===== src/rtl/core/key_dbnc_pkg.sv =====
// ----------------------------------------------------------------------------
// key_dbnc_pkg
// Shared types and constants for the key debounce and auto-repeat block.
// ----------------------------------------------------------------------------
`default_nettype none

package key_dbnc_pkg;

    localparam int DELAY_BITS = 24;
    localparam int KEY_BITS   = 8;
    localparam int CFG_IDX_BITS = 3;

    typedef logic [DELAY_BITS-1:0] delay_t;
    typedef logic [KEY_BITS-1:0]   key_t;

    typedef enum logic [CFG_IDX_BITS-1:0] {
        CFG_DEBOUNCE_DELAY     = 3'd0,
        CFG_FIRST_REPEAT_DELAY = 3'd1,
        CFG_REPEAT_DELAY       = 3'd2,
        CFG_DOWN_KEY_CODE      = 3'd3,
        CFG_UP_KEY_CODE        = 3'd4
    } cfg_idx_t;

    localparam delay_t RST_DEBOUNCE_DELAY     = 24'd30000;
    localparam delay_t RST_FIRST_REPEAT_DELAY = 24'd350000;
    localparam delay_t RST_REPEAT_DELAY       = 24'd150000;
    localparam key_t   RST_DOWN_KEY_CODE      = 8'd114;
    localparam key_t   RST_UP_KEY_CODE        = 8'd115;

endpackage

`default_nettype wire


===== src/rtl/core/key_debounce_auto_repeat.sv =====
// A word is taken into the input register, and its result moves into the
// result register once that register is free.
// Throughput: one time sample per clock unless m_ready stalls; the path is one
// delay add and one deadline compare on the registered key state.
// Reset: synchronous active-low aresetn clears key state, the delay and key
// registers to their defaults and both handshake stages.
// ----------------------------------------------------------------------------
// key_debounce_auto_repeat
// Debounces a key code stream and generates typematic down/up events.
// ----------------------------------------------------------------------------
`default_nettype none

module key_debounce_auto_repeat
    import key_dbnc_pkg::*;
#(
    parameter int TIME_BITS = 48
) (
    input  wire logic                    aclk,
    input  wire logic                    aresetn,
    input  wire logic                    cfg_wr_en,
    input  wire logic [CFG_IDX_BITS-1:0] cfg_index,
    input  wire logic [DELAY_BITS-1:0]   cfg_wdata,
    input  wire logic                    s_valid,
    output logic                         s_ready,
    input  wire logic [TIME_BITS-1:0]    s_now_us,
    input  wire logic [KEY_BITS-1:0]     s_key_code,
    output logic                         m_valid,
    input  wire logic                    m_ready,
    output logic                         m_down_event,
    output logic                         m_up_event
);

    typedef logic [TIME_BITS-1:0] time_t;

    // configuration
    delay_t debounce_delay_reg;
    delay_t first_repeat_delay_reg;
    delay_t repeat_delay_reg;
    key_t   down_key_code_reg;
    key_t   up_key_code_reg;

    // input stage
    logic   in_vld_reg;
    time_t  now_reg;
    key_t   key_reg;

    // key state
    key_t   held_key_reg;
    time_t  deadline_reg;
    logic   armed_reg;
    logic   repeating_reg;

    // result stage
    logic   out_vld_reg;
    logic   down_reg;
    logic   up_reg;

    logic   advance;
    logic   key_chg;
    time_t  deadline_eff;
    logic   armed_eff;
    logic   repeating_eff;
    logic   expire;
    logic   hit_down;
    logic   hit_up;
    time_t  reload_delay;
    time_t  deadline_next;
    logic   armed_next;
    logic   repeating_next;
    logic   down_next;
    logic   up_next;

    assign advance = in_vld_reg && (!out_vld_reg || m_ready);
    assign s_ready = !in_vld_reg || advance;

    always_comb begin
        key_chg       = (key_reg != held_key_reg);
        deadline_eff  = key_chg ? now_reg + time_t'(debounce_delay_reg) : deadline_reg;
        armed_eff     = key_chg || armed_reg;
        repeating_eff = !key_chg && repeating_reg;
        expire        = armed_eff && (deadline_eff < now_reg);
        hit_down      = (key_reg == down_key_code_reg);
        hit_up        = !hit_down && (key_reg == up_key_code_reg);
        reload_delay  = repeating_eff ? time_t'(repeat_delay_reg)
                                      : time_t'(first_repeat_delay_reg);

        deadline_next  = deadline_eff;
        armed_next     = armed_eff;
        repeating_next = repeating_eff;
        down_next      = 1'b0;
        up_next        = 1'b0;
        if (expire) begin
            deadline_next  = now_reg + reload_delay;
            repeating_next = 1'b1;
            down_next      = hit_down;
            up_next        = hit_up;
            // any other key stops the repeat
            armed_next     = hit_down || hit_up;
        end
    end

    always_ff @(posedge aclk) begin
        if (!aresetn) begin
            debounce_delay_reg     <= RST_DEBOUNCE_DELAY;
            first_repeat_delay_reg <= RST_FIRST_REPEAT_DELAY;
            repeat_delay_reg       <= RST_REPEAT_DELAY;
            down_key_code_reg      <= RST_DOWN_KEY_CODE;
            up_key_code_reg        <= RST_UP_KEY_CODE;
            in_vld_reg             <= 1'b0;
            held_key_reg           <= '0;
            deadline_reg           <= '0;
            armed_reg              <= 1'b0;
            repeating_reg          <= 1'b0;
            out_vld_reg            <= 1'b0;
        end else begin
            if (cfg_wr_en) begin
                unique case (cfg_index)
                    CFG_DEBOUNCE_DELAY:     debounce_delay_reg     <= cfg_wdata;
                    CFG_FIRST_REPEAT_DELAY: first_repeat_delay_reg <= cfg_wdata;
                    CFG_REPEAT_DELAY:       repeat_delay_reg       <= cfg_wdata;
                    CFG_DOWN_KEY_CODE:      down_key_code_reg      <= cfg_wdata[KEY_BITS-1:0];
                    CFG_UP_KEY_CODE:        up_key_code_reg        <= cfg_wdata[KEY_BITS-1:0];
                    default: begin
                    end
                endcase
            end

            if (s_ready) begin
                in_vld_reg <= s_valid;
            end

            if (advance) begin
                held_key_reg  <= key_reg;
                deadline_reg  <= deadline_next;
                armed_reg     <= armed_next;
                repeating_reg <= repeating_next;
                out_vld_reg   <= 1'b1;
            end else if (m_ready) begin
                out_vld_reg   <= 1'b0;
            end
        end
    end

    // payload registers, no reset
    always_ff @(posedge aclk) begin
        if (s_valid && s_ready) begin
            now_reg <= s_now_us;
            key_reg <= s_key_code;
        end
        if (advance) begin
            down_reg <= down_next;
            up_reg   <= up_next;
        end
    end

    assign m_valid      = out_vld_reg;
    assign m_down_event = down_reg;
    assign m_up_event   = up_reg;

    // down takes precedence, so both never fire together
    a_one_event: assert property (@(posedge aclk) disable iff (!aresetn)
        advance |-> !(down_next && up_next))
        else $error("down and up event in the same word");

    // an event leaves the key armed and in repeat
    a_event_arms: assert property (@(posedge aclk) disable iff (!aresetn)
        (advance && (down_next || up_next)) |=> (armed_reg && repeating_reg))
        else $error("event fired without arming repeat");

    // expiry on a foreign key disarms
    a_foreign_disarm: assert property (@(posedge aclk) disable iff (!aresetn)
        (advance && expire && !down_next && !up_next) |=> !armed_reg)
        else $error("foreign key expiry left the deadline armed");

    // a key change always re-arms unless it expired on a foreign key
    a_change_arms: assert property (@(posedge aclk) disable iff (!aresetn)
        (advance && key_chg && !expire) |=> (armed_reg && !repeating_reg))
        else $error("key change did not re-arm debounce");

endmodule

`default_nettype wire


===== config.mk =====
export PLATFORM = sky130hd
export DESIGN_NAME = key_debounce_auto_repeat
export DESIGN_NICKNAME = d
export VERILOG_FILES = /design/src/rtl/core/key_dbnc_pkg.sv /design/src/rtl/core/key_debounce_auto_repeat.sv
export SDC_FILE = /design/constraint.sdc
export NUM_CORES = 1
export LEC_CHECK = 0
export ABC_CLOCK_PERIOD_IN_PS = 9400
export BUFFER_PORTS_ARGS = -buffer_cell sky130_fd_sc_hd__buf_2
export CELL_PAD_IN_SITES_DETAIL_PLACEMENT = 2
export CELL_PAD_IN_SITES_GLOBAL_PLACEMENT = 2
export CORE_MARGIN = 2
export CORE_UTILIZATION = 40
export DETAILED_ROUTE_END_ITERATION = 7
export HOLD_SLACK_MARGIN = 0.02
export PLACE_DENSITY_LB_ADDON = 0.25
export REMOVE_ABC_BUFFERS = 1
export SLEW_MARGIN = 10
export SYNTH_ARGS = -nofsm -noshare
export SYNTH_HDL_FRONTEND = slang
export SYNTH_SLANG_ARGS = --single-unit

===== constraint.sdc =====
create_clock -name aclk -period 9.4 [get_ports aclk]
set_input_delay 0.47 -clock aclk [delete_from_list [all_inputs] [get_ports aclk]]
set_output_delay 0.47 -clock aclk [all_outputs]
set_load 0.05 [all_outputs]

Yosys cells after proc, flatten, opt, wreduce, memory -nomap -nowiden:

Index checks and enable logic that the tools add are counted.

* add/sub/neg operators: 2
* multiply operators: 0
* divide/modulo/power cells: 0
* $lt $le $gt $ge: 1
* equal/unequal tests: 7
* shifts and indexed selects: 0
* multiplexer cells: 7
* bitwise logic cells: 0
* reduce and logical (&&, ||, !) cells: 20

Operators by type and width (count)
* $add A48 B24 Y48: 2
* $mux W48: 2
* $lt A48 B48 Y1: 1
* $mux W24: 1
* $eq A8 B8 Y1: 2
* $reduce_and A2 Y1: 5
* $ne A8 B8 Y1: 1
* $eq A3 B2 Y1 const B: 2
* $logic_and A1 B1 Y1: 5
* $logic_not A1 Y1: 4
* $logic_or A1 B1 Y1: 4
* $mux W1: 4
* $eq A3 B1 Y1 const B: 1
* $eq A3 B3 Y1 const B: 1
* $logic_not A3 Y1: 1
* $reduce_bool A2 Y1: 1

* bits in registers: 206
* latch bits: 0
* memory bits (writable): 0
* bits in read-only memories: 0
* input bits: 88
* logic and storage cells: 52
* memories: 0

Logic depth before layout (Yosys ltp):

* depth in word-level cells: 6
* mapped depth: 24
* depth with buffers taken out: 22

Worst setup path after synthesis:

OpenSTA, ideal clock, no wires.

* path kind: reg2reg
* from: register now_reg[0]
* to: register deadline_reg[29]
* library setup time: 0.122 ns
* data arrival time: 4.826 ns
* data required time: 9.278 ns
* slack: 4.452 ns
* stages on the path, launching flop included: 24
* period minus slack after synthesis: 4.948 ns
* path through: edfxtp_1 > ha_1 > inv_1 > fa_1 > nand2b_1 > a21oi_1 > or4_1 > a21oi_1 > o211ai_1 > nor2_1 > nor2_1 > xnor2_1 > a21oi_1 > ha_1 > nand4_1 > nor4_1 > nand3_1 > nor3_1 > a31o_2 > or2_1 > buf_2 > nor3_1 > buf_2 > a221o_1

* word-level cells in the longest chain between the ends: 5

RTL lines
* start, declared: line key_debounce_auto_repeat.sv:44 `time_t now_reg;`
* start signal, assigned: line key_debounce_auto_repeat.sv:147 `now_reg <= s_now_us;`
* $add A48 B24 Y48: line key_debounce_auto_repeat.sv:78 `deadline_eff = key_chg ? now_reg + time_t'(debounce_delay_reg) : deadline_reg;`
* $mux W48: line key_debounce_auto_repeat.sv:78
* $lt A48 B48 Y1: line key_debounce_auto_repeat.sv:81 `expire = armed_eff && (deadline_eff < now_reg);`
* $logic_and A1 B1 Y1: line key_debounce_auto_repeat.sv:81
* $mux W48 (*): line key_debounce_auto_repeat.sv:92 `if (expire) begin`
* end signal, assigned: line key_debounce_auto_repeat.sv:134 `deadline_reg <= deadline_next;`
* end, declared: line key_debounce_auto_repeat.sv:49 `time_t deadline_reg;`

Every way passes the cells marked *; elsewhere a longest branch is shown, timed or not.
A chain may end at the register's enable or synchronous reset.

Final worst setup path:

* from: register now_reg[3]
* to: register deadline_reg[46]

Same word-level chain as after synthesis.

==> results.md <==
- Synth top area cells: dfxtp_1 23%, edfxtp_1 14%, ha_1 9.4%
- Initial antenna violation count: 0
- Crit Path Class: reg2reg
- Synth async-reset ratio: 0%
- Hold Buf Count CTS: 0
- Vias: 11900
- Most used cell along the critical path: o21ai_0
- Status: complete, no violations
- IO buf count: 91
- Tcrit/Tclk final: 73.3%
- Register bit count reported by yosys: 206
- Slowest CP cell: a211oi_1
- HP Class: in2reg
- Area delta synth->final: 13.8%
- Final Non-Filler Cells: 2027
- Top-count cell post-synth: nand2_1
- Critical Path RT: 9.81 ns
- Placed insts: 1979
- Max Cap Viol: 0
- Core area: 31300 sq um
- Largest area contributor in the synthesized netlist: dfxtp_1
- Clock sink count: 206
- H-tree levels: 1
- Die ar.: 33000 sq um
- Reg clk slew, reported paths: 0.06 ns
- Hold worst-path end: now_reg[24]
- Worst Min Path Start: s_now_us[24]
- RSZ-0062 raised after global routing: no
- Num CTS Buffers: 26
- # setup viols final: 0
- CP Capture Type: register
- Reg2reg path depth: 20
- Synthesized area: 12600 sq um
- Hold Path Stages: 1
- Area of the multi-input gates: 7440 sq um
- Die width: 182 microns
- Filler instances: about 3500
- Fmax achieved: 145 MHz
- Share of cells above drive strength 1: 11.9%
- Final Skew: 0.0391 ns
- Post-synth EDFFs: 58
- Worst Max-Slew Pin Slew: 1.14 ns
- Gpl congestion: between 0.8 and 0.9
- Row cnt: between 60 and 70
- Worst slew margin: 24.0%
- Critical Path AT: ~7.3 ns
- Vias in the first global route: 13300
- Maximum vdd drop: 0.142 mV
- Hold Violations, Final: 0
- Clock Tree Root: clkbuf_16
- CP Cell Sequence: ha_1 > o211ai_1 > o21ai_0 > o21ai_0 > a211oi_1 > o21ai_1 > nor3_1 > xnor2_1 > o21ai_0 > ha_1 > nand4_1 > nor4_1 > nand3_1 > nor3_1 > a31o_2 > nor2_2 > buf_4 > o21ai_1 > a221o_1 > a21oi_1
- Bufs and invs on worst path: 1
- Largest net degree at the start of global routing: between 50 and 60
- Power Dens Cells: roughly 170 nW/um^2
- Total Nets Final: approximately 1800
- CP max stage delay: 0.82 ns
- Deepest clock path buffer count: 3
- Avg WL per Cell: 23.5 microns
- Ys flop type: dfxtp_1
- First-pass GRT wire length: 75.2 mm
- TNS Setup: 0 ns
- DRC errors left: 0
- Post-DRT Antenna Nets: 0
- Via density: 5.89
- Yosys top cell area share: 23.5%
- PostCTS Resize Cnt: 0
- Register area: about 4700 sq um
- Cell family with most CP delay: compound AO/OA/AOI/OAI gates
- Slew Limit Fails: 0
- I/O pin total: between 90 and 100
- Initial core utilization: 40.3%
- Distinct cells, synth: 68
- R2r setup slk: 2.51 ns
- Mapped Avg Cell Area: 8.23 sq um
- Tmin final: roughly 7 ns
- Post-synthesis sequential area ratio: a little under two fifths
- Initial DRC count: 478
- Detail Placement HPWL: 34.3 mm
- Die Y: 182 microns
- Inserted Diodes: 0
- R2R Path Start: now_reg[3]
- Synth warn: 0
- WL final: ~48 mm
- Critical Path Source Type: register
- Leakage dissipation: 5.98 nW
- Synth top cells by count: 293 x nand2_1, 176 x a21oi_1, 148 x dfxtp_1
- Tot GR Track Use: 28.8%
- Grt ovf: 0
- Post-CTS Setup Repair Bufs: 0
- Worst skew pair latency: ~0.57 ns
- CTS tree: built
- Synth Instances: 1535
- Crit Path Max Fanout: 27
- First drt pass iteration count: 4
- Reg-to-Reg End: deadline_reg[46]
## cell type report
cell class / instances / area share, %
tap: 402 / 3.50
inverter: 63 / 1.64
sequential: 206 / 32.7
timing repair buffer: 109 / 4.11
clock buffer: 36 / 5.36
clock inverter: 12 / 0.914
multi-input combinational: 1199 / 51.8
## stage by stage
step	cell area (sq um)	utilization, %	setup slack (ns)	power [mW]	hold WS (ns)
6_report	14400	45.9	2.51	2.46	0.0809
5_1_grt	14400	45.9	1.97	2.56	0.0667
4_1_cts	14400	45.9	2.59	2.47	0.0639
3_5_place_dp	13500	43.0	2.70	1.41	0.450
3_3_place_gp	13500	43.0	2.92	1.39	0.439
2_1_floorplan	12400	-	3.89	1.26	0.432
## worst max-delay path by stage
stage / cells past startpoint / slack [ns] / end / start
2_1_floorplan: 21 / 3.89 / deadline_reg[27] / now_reg[0]
3_3_place_gp: 20 / 2.92 / deadline_reg[29] / now_reg[3]
3_5_place_dp: 20 / 2.70 / deadline_reg[46] / now_reg[2]
4_1_cts: 20 / 2.59 / deadline_reg[46] / now_reg[2]
5_1_grt: 19 / 1.97 / deadline_reg[14] / now_reg[3]
6_report: 20 / 2.51 / deadline_reg[46] / now_reg[3]
## power by group
| part | total (mW) | internal (mW) | switching [mW] |
|---|---|---|---|
| sequential | 0.998 | 0.959 | 0.0383 |
| combinational | 0.403 | 0.150 | 0.254 |
| clock | 1.06 | 0.629 | 0.428 |
## metal layers
layer,GRT usage (%),up-vias,share of wire (%)
met5,0,-,0
met3,3.73,94,4.0
met1,35.9,5996,44
met4,9.24,0,3.2
met2,51.6,259,49
li1,-,5593,-
## logic make-up after synthesis
kind of cell | count (synthesis) | synth area share, %
DFF | 206 | 37.2
adders and majority gates | 97 | 9.73
xor gates and xnor gates | 102 | 7.07
buffers and inverters | 130 | 3.91
AOI/OAI and AO/OA | 401 | 19.5
and+or+nand+nor | 566 | 19.7
muxes | 33 | 2.86
## worst reg2reg max path, delay by kind of cell (launching register included)
family	cells	cell delay [ns]
adders and majority gates	2	0.75
and+or+nand+nor	6	1.74
DFF	1	0.44
buffers and inverters	1	0.24
xor gates and xnor gates	1	0.17
AOI/OAI and AO/OA	10	3.41
## placed cells by master (no fill, tap or decap), types with 7 or more instances in the layout
master,n
o21ai_0,73
inv_1,62
nand2_1,292
xnor2_1,63
dfxtp_1,148
a31oi_1,12
ha_1,95
and3_1,16
nor4_1,13
mux2i_1,8
nand3_1,57
a21oi_1,176
buf_4,18
a221o_1,12
edfxtp_1,58
o211ai_1,19
a21o_1,24
a211oi_1,22
clkbuf_16,28
buf_2,91
nand4_1,19
mux2_2,25
nor3_1,19
nor2_1,99
a211o_1,7
xor2_1,39
and2_1,15
(Power assumes the default switching activity.)
